<file path="config.mk">
export PLATFORM = sky130hd
export DESIGN_NAME = bresenham_line_to_led_matrix_core
export DESIGN_NICKNAME = d
export VERILOG_FILES = /design/src/hw/rtl/blmc_pkg.sv /design/src/hw/rtl/blmc_ctrl.sv /design/src/hw/rtl/blmc_dp.sv /design/src/hw/rtl/bresenham_line_to_led_matrix_core.sv
export VERILOG_INCLUDE_DIRS = /design/src /design/src/hw/rtl
export SDC_FILE = /design/constraint.sdc
export NUM_CORES = 1
export LEC_CHECK = 0
export BUFFER_PORTS_ARGS = -buffer_cell sky130_fd_sc_hd__buf_4
export CORE_AREA = 8 8 121 123
export DETAILED_ROUTE_END_ITERATION = 8
export DIE_AREA = 0 0 129 131
export PLACE_DENSITY = 0.71
export SYNTH_ARGS = -nofsm -noshare
export SYNTH_HDL_FRONTEND = slang
export SYNTH_SLANG_ARGS = --single-unit
</file>
<file path="constraint.sdc">
create_clock -name i_clk -period 9.1 [get_ports i_clk]
set_input_delay 0.91 -clock i_clk [delete_from_list [all_inputs] [get_ports i_clk]]
set_output_delay 0.91 -clock i_clk [all_outputs]
set_load 0.01 [all_outputs]
</file>
<file path="src/hw/rtl/bresenham_line_to_led_matrix_core_assert.svh">
// assertion macros of the line rasterizer controller
`ifndef BRESENHAM_LINE_TO_LED_MATRIX_CORE_ASSERT_SVH
`define BRESENHAM_LINE_TO_LED_MATRIX_CORE_ASSERT_SVH

// same-cycle implication, checked out of reset
`define BLMC_ASSERT_IMPL(label, ante, cons) \
    label: assert property (@(posedge i_clk) disable iff (!i_rst_n) (ante) |-> (cons)) \
        else $error("assertion failed");

// next-cycle implication, checked out of reset
`define BLMC_ASSERT_NEXT(label, ante, cons) \
    label: assert property (@(posedge i_clk) disable iff (!i_rst_n) (ante) |=> (cons)) \
        else $error("assertion failed");

`endif

</file>
<file path="src/hw/rtl/blmc_pkg.sv">
// shared types and constants of the line rasterizer
`timescale 1ns / 1ps

package blmc_pkg;

    localparam int COORD_W        = 6;
    localparam int DELTA_W        = COORD_W + 1;
    localparam int ERR_W          = 9;
    localparam int IDX_W          = 8;
    localparam int COLOUR_W       = 24;
    localparam int DISPLAY_WIDTH  = 24;
    localparam int DISPLAY_HEIGHT = 8;
    localparam int TILE_LOG2      = 3;
    localparam int CHAIN_BASE     = 64;
    localparam int IN_DATA_W      = 48;
    localparam int OUT_DATA_W     = 48;

    typedef enum logic [0:0] {
        S_IDLE,
        S_RUN
    } t_state;

    typedef struct packed {
        logic load;
        logic emit;
    } t_dp_cmd;

    typedef struct packed {
        logic at_end;
    } t_dp_sts;

    typedef struct packed {
        logic [COLOUR_W-1:0] colour;
        logic                last;
        logic                visible;
        logic [IDX_W-1:0]    led_index;
        logic [COORD_W-1:0]  y;
        logic [COORD_W-1:0]  x;
    } t_point;

endpackage

</file>
<file path="src/hw/rtl/blmc_ctrl.sv">
// controller: line walk sequencing and output word handshake
`timescale 1ns / 1ps

`include "bresenham_line_to_led_matrix_core_assert.svh"

module blmc_ctrl
    import blmc_pkg::*;
(
    input  logic    i_clk,
    input  logic    i_rst_n,
    input  logic    i_s_valid,
    input  logic    i_m_ready,
    input  t_dp_sts i_sts,
    output logic    o_s_ready,
    output logic    o_m_valid,
    output t_dp_cmd o_cmd
);

    t_state r_state;
    t_state n_state;
    logic   r_out_valid;
    logic   n_out_valid;
    logic   out_free;

    assign out_free = !r_out_valid || i_m_ready;

    always_comb begin
        n_state = r_state;
        case (r_state)
            S_IDLE: begin
                if (i_s_valid) begin
                    n_state = S_RUN;
                end
            end
            S_RUN: begin
                if (out_free && i_sts.at_end) begin
                    n_state = S_IDLE;
                end
            end
            default: begin
                n_state = S_IDLE;
            end
        endcase
    end

    always_comb begin
        o_s_ready  = 1'b0;
        o_cmd.load = 1'b0;
        o_cmd.emit = 1'b0;
        case (r_state)
            S_IDLE: begin
                o_s_ready  = 1'b1;
                o_cmd.load = i_s_valid;
            end
            S_RUN: begin
                o_cmd.emit = out_free;
            end
            default: begin
                o_s_ready = 1'b0;
            end
        endcase
        if (o_cmd.emit) begin
            n_out_valid = 1'b1;
        end else if (i_m_ready) begin
            n_out_valid = 1'b0;
        end else begin
            n_out_valid = r_out_valid;
        end
    end

    assign o_m_valid = r_out_valid;

    always_ff @(posedge i_clk) begin
        if (!i_rst_n) begin
            r_state     <= S_IDLE;
            r_out_valid <= 1'b0;
        end else begin
            r_state     <= n_state;
            r_out_valid <= n_out_valid;
        end
    end

    `BLMC_ASSERT_IMPL(a_no_emit_idle, r_state == S_IDLE, !o_cmd.emit)
    `BLMC_ASSERT_NEXT(a_load_starts_run, o_cmd.load, r_state == S_RUN)
    `BLMC_ASSERT_NEXT(a_end_returns_idle, o_cmd.emit && i_sts.at_end,
                      r_state == S_IDLE && r_out_valid)
    `BLMC_ASSERT_IMPL(a_no_bubble, r_state == S_RUN && !r_out_valid, o_cmd.emit)

endmodule

</file>
<file path="src/hw/rtl/blmc_dp.sv">
// datapath: cursor, error term, led mapping and output register
`timescale 1ns / 1ps

module blmc_dp
    import blmc_pkg::*;
(
    input  logic                i_clk,
    input  logic [COORD_W-1:0]  i_start_x,
    input  logic [COORD_W-1:0]  i_start_y,
    input  logic [COORD_W-1:0]  i_end_x,
    input  logic [COORD_W-1:0]  i_end_y,
    input  logic [COLOUR_W-1:0] i_colour,
    input  t_dp_cmd             i_cmd,
    output t_dp_sts             o_sts,
    output t_point              o_point
);

    localparam logic [IDX_W-1:0] BASE = IDX_W'(CHAIN_BASE);
    localparam logic [IDX_W-1:0] TILE_MASK = IDX_W'((1 << TILE_LOG2) - 1);

    logic [COORD_W-1:0]  r_cur_x;
    logic [COORD_W-1:0]  r_cur_y;
    logic [COORD_W-1:0]  r_tgt_x;
    logic [COORD_W-1:0]  r_tgt_y;
    logic [ERR_W-1:0]    r_err;
    logic [1:0]          r_step_signs;
    logic                r_x_major;
    logic [COLOUR_W-1:0] r_colour;
    logic [DELTA_W-1:0]  r_maj2;
    logic [DELTA_W-1:0]  r_min2;
    t_point              r_point;

    logic [DELTA_W-1:0]  dx;
    logic [DELTA_W-1:0]  dy;
    logic [COORD_W-1:0]  adx;
    logic [COORD_W-1:0]  ady;
    logic                ld_x_major;
    logic [COORD_W-1:0]  ld_maj;
    logic [COORD_W-1:0]  ld_min;
    logic [ERR_W-1:0]    ld_err;

    logic                err_ge;
    logic                step_x;
    logic                step_y;
    logic [COORD_W-1:0]  n_cur_x;
    logic [COORD_W-1:0]  n_cur_y;
    logic [ERR_W-1:0]    n_err;

    logic                vis;
    logic [IDX_W-1:0]    ux;
    logic [IDX_W-1:0]    uy;
    logic [IDX_W-1:0]    idx;
    t_point              n_point;

    // set-up of a new line
    always_comb begin
        dx = {i_end_x[COORD_W-1], i_end_x} - {i_start_x[COORD_W-1], i_start_x};
        dy = {i_end_y[COORD_W-1], i_end_y} - {i_start_y[COORD_W-1], i_start_y};
        adx = dx[DELTA_W-1] ? COORD_W'(-dx) : dx[COORD_W-1:0];
        ady = dy[DELTA_W-1] ? COORD_W'(-dy) : dy[COORD_W-1:0];
        ld_x_major = adx > ady;
        ld_maj = ld_x_major ? adx : ady;
        ld_min = ld_x_major ? ady : adx;
        ld_err = {2'b00, ld_min, 1'b0} - {3'b000, ld_maj};
    end

    // one step along the major axis
    always_comb begin
        err_ge  = !r_err[ERR_W-1];
        step_x  = r_x_major || err_ge;
        step_y  = !r_x_major || err_ge;
        n_cur_x = r_cur_x;
        n_cur_y = r_cur_y;
        if (step_x) begin
            n_cur_x = r_step_signs[0] ? r_cur_x - 1'b1 : r_cur_x + 1'b1;
        end
        if (step_y) begin
            n_cur_y = r_step_signs[1] ? r_cur_y - 1'b1 : r_cur_y + 1'b1;
        end
        n_err = r_err + {2'b00, r_min2} - (err_ge ? {2'b00, r_maj2} : {ERR_W{1'b0}});
    end

    assign o_sts.at_end = r_x_major ? (r_cur_x == r_tgt_x) : (r_cur_y == r_tgt_y);

    // led chain mapping of the current point
    always_comb begin
        vis = !r_cur_x[COORD_W-1] && (r_cur_x < COORD_W'(DISPLAY_WIDTH)) &&
              !r_cur_y[COORD_W-1] && (r_cur_y < COORD_W'(DISPLAY_HEIGHT));
        ux  = IDX_W'(r_cur_x);
        uy  = IDX_W'(r_cur_y);
        idx = ((ux >> TILE_LOG2) << (2 * TILE_LOG2)) + (ux & TILE_MASK) +
              (uy << TILE_LOG2) + BASE;
        n_point.x         = r_cur_x;
        n_point.y         = r_cur_y;
        n_point.led_index = vis ? idx : {IDX_W{1'b0}};
        n_point.visible   = vis;
        n_point.last      = o_sts.at_end;
        n_point.colour    = r_colour;
    end

    always_ff @(posedge i_clk) begin
        if (i_cmd.load) begin
            r_cur_x      <= i_start_x;
            r_cur_y      <= i_start_y;
            r_tgt_x      <= i_end_x;
            r_tgt_y      <= i_end_y;
            r_colour     <= i_colour;
            r_step_signs <= {dy[DELTA_W-1], dx[DELTA_W-1]};
            r_x_major    <= ld_x_major;
            r_maj2       <= {ld_maj, 1'b0};
            r_min2       <= {ld_min, 1'b0};
            r_err        <= ld_err;
        end else if (i_cmd.emit) begin
            r_cur_x <= n_cur_x;
            r_cur_y <= n_cur_y;
            r_err   <= n_err;
        end
        if (i_cmd.emit) begin
            r_point <= n_point;
        end
    end

    assign o_point = r_point;

endmodule

</file>
<file path="src/hw/rtl/bresenham_line_to_led_matrix_core.sv">
// Line rasterizer onto a tiled LED chain: top level.
//
// Slave channel takes one line command per word: start and end points
// (6-bit two's complement) and a 24-bit colour. Master channel gives one
// word per point of the line, both end points included, with tlast on the
// final point. Each word carries the point, its LED chain index (tiles of
// 8x8 from LED 64), a visible flag for the 24x8 area and the colour.
// A command is taken only while no line is in progress; the next command
// word can be accepted from the cycle after the last point is registered.
// A command is loaded into the cursor registers; its first point goes into
// the output register once that is free. A line has N points (N is 1 to 64)
// and the walker issues one point a cycle while the receiver does not stall.
// A stall on the master side holds the output word and freezes the walker.
// Reset (i_rst_n low, synchronous) returns to idle and drops o_m_axis_tvalid.
`timescale 1ns / 1ps

module bresenham_line_to_led_matrix_core
    import blmc_pkg::*;
(
    input  logic                  i_clk,
    input  logic                  i_rst_n,
    input  logic                  i_s_axis_tvalid,
    output logic                  o_s_axis_tready,
    // start_x, start_y, end_x, end_y, colour
    input  logic [IN_DATA_W-1:0]  i_s_axis_tdata,
    output logic                  o_m_axis_tvalid,
    input  logic                  i_m_axis_tready,
    // point_x, point_y, led_index, visible, pixel_colour, zero pad
    output logic [OUT_DATA_W-1:0] o_m_axis_tdata,
    output logic                  o_m_axis_tlast
);

    t_dp_cmd cmd;
    t_dp_sts sts;
    t_point  point;

    blmc_ctrl u_ctrl (
        .i_clk     (i_clk),
        .i_rst_n   (i_rst_n),
        .i_s_valid (i_s_axis_tvalid),
        .i_m_ready (i_m_axis_tready),
        .i_sts     (sts),
        .o_s_ready (o_s_axis_tready),
        .o_m_valid (o_m_axis_tvalid),
        .o_cmd     (cmd)
    );

    blmc_dp u_dp (
        .i_clk     (i_clk),
        .i_start_x (i_s_axis_tdata[5:0]),
        .i_start_y (i_s_axis_tdata[11:6]),
        .i_end_x   (i_s_axis_tdata[17:12]),
        .i_end_y   (i_s_axis_tdata[23:18]),
        .i_colour  (i_s_axis_tdata[47:24]),
        .i_cmd     (cmd),
        .o_sts     (sts),
        .o_point   (point)
    );

    assign o_m_axis_tdata = {3'b000, point.colour, point.visible, point.led_index,
                             point.y, point.x};
    assign o_m_axis_tlast = point.last;

endmodule

</file>
* After elaboration in Yosys (flattened, before gate mapping)
Cells that the tools add are included.
** Operators by class
- Add/sub/neg operators :: 14
- Magnitude comparators :: 3
- Equality and inequality tests :: 2
- Mux-type cells :: 24
- Bitwise operators :: 1
- Reduce and logical (&&, ||, !) cells :: 18
** Operators by type and width (count)
- two-way mux 6 bit :: 12
- two-way mux 9 bit :: 2
- subtractor 6 x 6 -> 7 bit :: 2
- adder 6 x 1 -> 6 bit (second input constant) :: 2
- == test 6 bit :: 2
- negator 6 bit :: 2
- subtractor 6 x 1 -> 6 bit (second input constant) :: 2
- adder 9 x 7 -> 9 bit :: 1
- subtractor 9 bit :: 1
- adder 8 x 3 -> 8 bit :: 1
- adder 8 x 7 -> 8 bit (second input constant) :: 1
- adder 8 bit :: 1
- two-way mux 1 bit :: 8
- nonzero test 2 bit :: 4
- subtractor 7 x 6 -> 8 bit :: 1
- two-way mux 7 bit :: 1
- greater-than comparator 6 bit :: 1
- less-than comparator 6 x 4 -> 1 bit (second input constant) :: 1
- less-than comparator 6 x 5 -> 1 bit (second input constant) :: 1
- zero test 1 bit :: 5
- logical AND 1 bit :: 4
- AND reduction 2 bit :: 2
- logical OR 1 bit :: 3
- one-hot mux 1 bit (2 select lines) :: 1
- NOT 1 bit :: 1
** Storage, ports and cells
- Register bits after elaboration :: 120
- Bits of input ports :: 52
- Output and inout port bits :: 51

* Depth between registers and ports, before layout
- Word-level depth :: 7
- Mapped depth :: 27

* By module
Synthesis repeated with hierarchy kept, for this count alone.
** Unflattened totals
- Cell total of the unflattened synthesis :: 528
- Area, all modules :: 6448.7 µm²
** By module, submodules not included
- blmc_dp :: instances 1, cells each 514, area each 6319.8 µm², seq. area each 3513.4 µm²
- blmc_ctrl :: instances 1, cells each 10, area each 102.6 µm², seq. area each 40.0 µm²
- bresenham_line_to_led_matrix_core :: instances 1, cells each 4, area each 26.3 µm², seq. area each 0.0 µm²

* Worst setup path before layout
OpenSTA, ideal clock, no wires.
- Path type :: input -> register
- Start point :: input port i_s_axis_tdata[12]
- End point :: register u_dp.r_err[6] (data pin)
- Data arrival time :: 5644 ps
- Required time :: 8829 ps
- Setup slack :: 3185 ps
- Stages :: 23
- Path buffers :: 2
- Cells stage by stage :: inv_1 -> ha_1 -> inv_1 -> fa_1 -> xnor2_1 -> nand3_1 -> o31a_2 -> xnor3_2 -> ha_1 -> nand4_1 -> a21oi_1 -> o32a_1 -> buf_2 -> buf_1 -> mux2i_1 -> ha_1 -> nor2b_1 -> or2_2 -> nor2_1 -> a22oi_1 -> a2111oi_0 -> or4_1 -> o211ai_1
** Between the ends
- Word-level cells in the longest chain between the ends :: 7
** Ends and longest elaborated chain
- from (decl) :: line bresenham_line_to_led_matrix_core.sv:25 : input logic [IN_DATA_W-1:0] i_s_axis_tdata,
- subtractor 6 x 6 -> 7 bit * :: line blmc_dp.sv:57 : dx = {i_end_x[COORD_W-1], i_end_x} - {i_start_x[COORD_W-1], i_start_x};
- negator 6 bit :: line blmc_dp.sv:59 : adx = dx[DELTA_W-1] ? COORD_W'(-dx) : dx[COORD_W-1:0];
- two-way mux 6 bit * :: line blmc_dp.sv:59
- greater-than comparator 6 bit * :: line blmc_dp.sv:61 : ld_x_major = adx > ady;
- named net u_dp.ld_x_major :: line blmc_dp.sv:37 : logic ld_x_major;
- two-way mux 6 bit * :: line blmc_dp.sv:63 : ld_min = ld_x_major ? ady : adx;
- named net u_dp.ld_min[1] :: line blmc_dp.sv:39 : logic [COORD_W-1:0] ld_min;
- subtractor 7 x 6 -> 8 bit * :: line blmc_dp.sv:64 : ld_err = {2'b00, ld_min, 1'b0} - {3'b000, ld_maj};
- two-way mux 9 bit * :: line blmc_dp.sv:102 : if (i_cmd.load) begin
- to (signal assigned) :: line blmc_dp.sv:112 : r_err <= ld_err;
- to (signal assigned) :: line blmc_dp.sv:116 : r_err <= n_err;
- to (decl) :: line blmc_dp.sv:25 : logic [ERR_W-1:0] r_err;
Mark *: on every way through the listed nets, which the timed path passes. The rest lies on a longest branch.
A chain may end at the register's enable or synchronous reset.

* Worst setup path after layout
- Start point :: input port i_s_axis_tdata[18]
- End point :: register u_dp.r_err[6] (data pin)
** RTL lines
- subtractor 6 x 6 -> 7 bit * :: line blmc_dp.sv:58 : dy = {i_end_y[COORD_W-1], i_end_y} - {i_start_y[COORD_W-1], i_start_y};
- named net u_dp.dy[6] :: line blmc_dp.sv:34 : logic [DELTA_W-1:0] dy;
- two-way mux 6 bit * :: line blmc_dp.sv:60 : ady = dy[DELTA_W-1] ? COORD_W'(-dy) : dy[COORD_W-1:0];
- greater-than comparator 6 bit :: line blmc_dp.sv:61
- two-way mux 6 bit * :: line blmc_dp.sv:63
- named net u_dp.ld_min[0] :: line blmc_dp.sv:39
- subtractor 7 x 6 -> 8 bit * :: line blmc_dp.sv:64
- two-way mux 9 bit * :: line blmc_dp.sv:102
Marks and branches as above.

==> results.sh <==
export IMPL_yosys_most_used_dff="edfxtp_1"
export IMPL_vias_per_cell=5.00
export IMPL_diodes=0
export IMPL_worst_pin_slew_ns=0.968
export IMPL_grt_pass1_vias=4184
export IMPL_arrival_ns=6.48
export IMPL_cts_clk_slew_worst_paths_ns=0.05
export IMPL_total_power_mw=2.59
export IMPL_fmax_mhz=160
export IMPL_peakVddDrop_mv=0.321
export IMPL_synth_top_area_cell="edfxtp_1"
export IMPL_yosysUniqueCellTypes=58
export IMPL_setup_viol=0
export IMPL_ctsHoldBuffers=0
export IMPL_crit_family="compound AO/OA/AOI/OAI gates"
export IMPL_synth_top_cell_area_share_pct=56.6
export IMPL_worstSetupEndpointType="flip-flop"
export IMPL_vias=3958
export IMPL_grt_usage_pct=15.9
export IMPL_synth_seq_area_share_pct=57.3
export IMPL_fp_row_count=42
export IMPL_drt_initial_drc_count=154
export IMPL_final_area_um2=7710
export IMPL_clock_sinks=119
export IMPL_cp_common_cell="inv_1"
export IMPL_path_max_fanout=20
export IMPL_grt_overflow_total=0
export IMPL_maxCapViolCount=0
export IMPL_async_flop_share_pct=0
export IMPL_synth_area_leaders="edfxtp_1 (57%), ha_1 (7.9%), inv_1 (4.5%)"
export IMPL_fillers=1028
export IMPL_coreArea_um2=12900
export IMPL_wl_um=12800
export IMPL_numCtsBuffers=17
export IMPL_synth_edf_count=117
export IMPL_ant_nets=0
export IMPL_yosys_warnings=0
export IMPL_start_util_pct=48.2
export IMPL_start_kind="primary input"
export IMPL_nNetsFinal=705
export IMPL_io_pins=103
export IMPL_critical_path_max_stage_delay_ns=0.72
export IMPL_dr_pass1_iters=4
export IMPL_port_buffers=99
export IMPL_period_share_pct=68.5
export IMPL_die_x_um=129
export IMPL_syn_to_final_growth_pct=24.2
export IMPL_synth_common_cells="edfxtp_1 (117), inv_1 (74), ha_1 (39), a21oi_1 (35), nand2_1 (26)"
export IMPL_cts_htree_levels=4
export IMPL_cts_tree="built"
export IMPL_synth_most_common_cell="edfxtp_1"
export IMPL_outcome="completed"
export IMPL_antenna_found_initial=0
export IMPL_fin_util_pct=59.9
export IMPL_drc=0
export IMPL_syn_area_per_cell_um2=12.7
export IMPL_cellPowerDensity_nw_per_um2=335
export IMPL_ys_ff_latch=119
export IMPL_gp_routability_congestion=0.872
export IMPL_dieHeight_um=131
export IMPL_maxSlewViolCount=0
export IMPL_relSlewSlack_pct=34.8
export IMPL_insertion_delay_ns=0.41
export IMPL_die_area_um2=16900
export IMPL_wl_per_cell_um=16.2
export IMPL_rsz0062_at_grt="false"
export IMPL_slowest_stage="o32a_1"
export IMPL_crit_type="in2reg"
export IMPL_ctsResizeCount=0
export IMPL_clockRootBuffer="clkbuf_16"
export IMPL_final_layout_size_suffix_gt1_share_pct=23.6
export IMPL_post_dp_cell_area_um2=7140
export IMPL_grt_start_max_net_pins=70
export IMPL_grt_pass1_wl_um=20400
export IMPL_dp_hpwl_um=9540
export IMPL_finalHoldViolations=0
export IMPL_p_leak_nw=3.29
export IMPL_path_buf_inv=5
export IMPL_min_period_ns=6.24
export IMPL_clk_path_buf_depth=2
export IMPL_skew_ns=0.00828
export IMPL_synthesis_area_um2=6200
export IMPL_hold_path_class="reg2reg"
export IMPL_postCtsSetupRepairBufs=0
export IMPL_fin_tns_setup_ns=0
export IMPL_netlist_instances=489
export IMPL_required_ns=9.34
-- state kept, by name (all words and copies together) (netlist names), 6 cells and up --
signal / count
u_dp.o_point: 46
u_dp.r_colour: 24
u_dp.r_cur_x: 6
u_dp.r_cur_y: 6
u_dp.r_err: 8
u_dp.r_maj2: 6
u_dp.r_min2: 6
u_dp.r_tgt_x: 6
u_dp.r_tgt_y: 6
-- final timing paths --
kind / from / endpoint / slack, ns / cells after the start
setup / recovery: i_s_axis_tdata[18] / u_dp.r_err[6] / 2.86 / 26
hold / removal: u_dp.r_colour[14] / u_dp.o_point[36] / 0.41 / 0
setup reg to reg: u_dp.r_err[8] / u_dp.r_err[8] / 6.01 / 11
hold reg to reg: u_dp.r_colour[14] / u_dp.o_point[36] / 0.41 / 0
-- metal layers --
| metal | up-vias | routed length [µm] | global-route usage (%) | share of wire [%] |
|---|---|---|---|---|
| li1 | 1934 | - | - | - |
| met1 | 1890 | 5250 | 16.9 | 41 |
| met2 | 112 | 6490 | 28.5 | 51 |
| met3 | 22 | 853 | 5.56 | 6.6 |
| met4 | 0 | 249 | 6.29 | 1.9 |
| met5 | - | 0 | 0 | 0 |
-- cell families after synthesis --
family,count (synthesis),synth area share [%]
simple gates,83,6.88
mux,11,2.08
other cells,1,0.0605
buf+inv,85,5.34
flops,119,57.3
xor+xnor,48,7.24
compound gates,90,9.22
fa+ha+maj,52,11.9
-- report_power, final --
group / internal [mW] / leakage, nW / switching (mW)
Combinational: 0.510 / 1.89 / 0.632
Sequential: 0.756 / 1.14 / 0.0544
Clock: 0.400 / 0.268 / 0.233
-- placed cells by master, fill, tap and decap left out, drive strengths merged, types with 4 or more instances in the layout --
| cell | n |
|---|---|
| edfxtp | 117 |
| buf | 101 |
| inv | 76 |
| ha | 39 |
| a21oi | 36 |
| nand2 | 26 |
| xnor2 | 25 |
| xor2 | 21 |
| clkbuf | 19 |
| o21ai | 17 |
| nor2 | 14 |
| fa | 12 |
| a21o | 10 |
| nor2b | 9 |
| and2 | 8 |
| clkinv | 8 |
| nand2b | 6 |
| mux2i | 6 |
| mux2 | 5 |
| nand3 | 4 |
| a21boi | 4 |
-- stage by stage --
| step | worst slack (ns) | std cells | hold WS, ns |
|---|---|---|---|
| 2_1_floorplan | 3.19 | 491 | 0.400 |
| 3_5_place_dp | 2.54 | 759 | 0.405 |
| 5_1_grt | 2.41 | 791 | 0.421 |
| 3_3_place_gp | 2.77 | 759 | 0.401 |
| 4_1_cts | 2.94 | 791 | 0.411 |
| 6_report | 2.86 | 791 | 0.411 |
-- final cells by class --
class | count | area [µm²] | area share (%)
tap | 176 | 220 | 2.86
timing repair buffer | 101 | 758 | 9.84
inverter | 76 | 285 | 3.70
multi-input combinational | 287 | 2330 | 30.2
sequential | 119 | 3550 | 46.1
clock inverter | 13 | 131 | 1.70
clock buffer | 19 | 433 | 5.62
(Power assumes the default switching activity.)
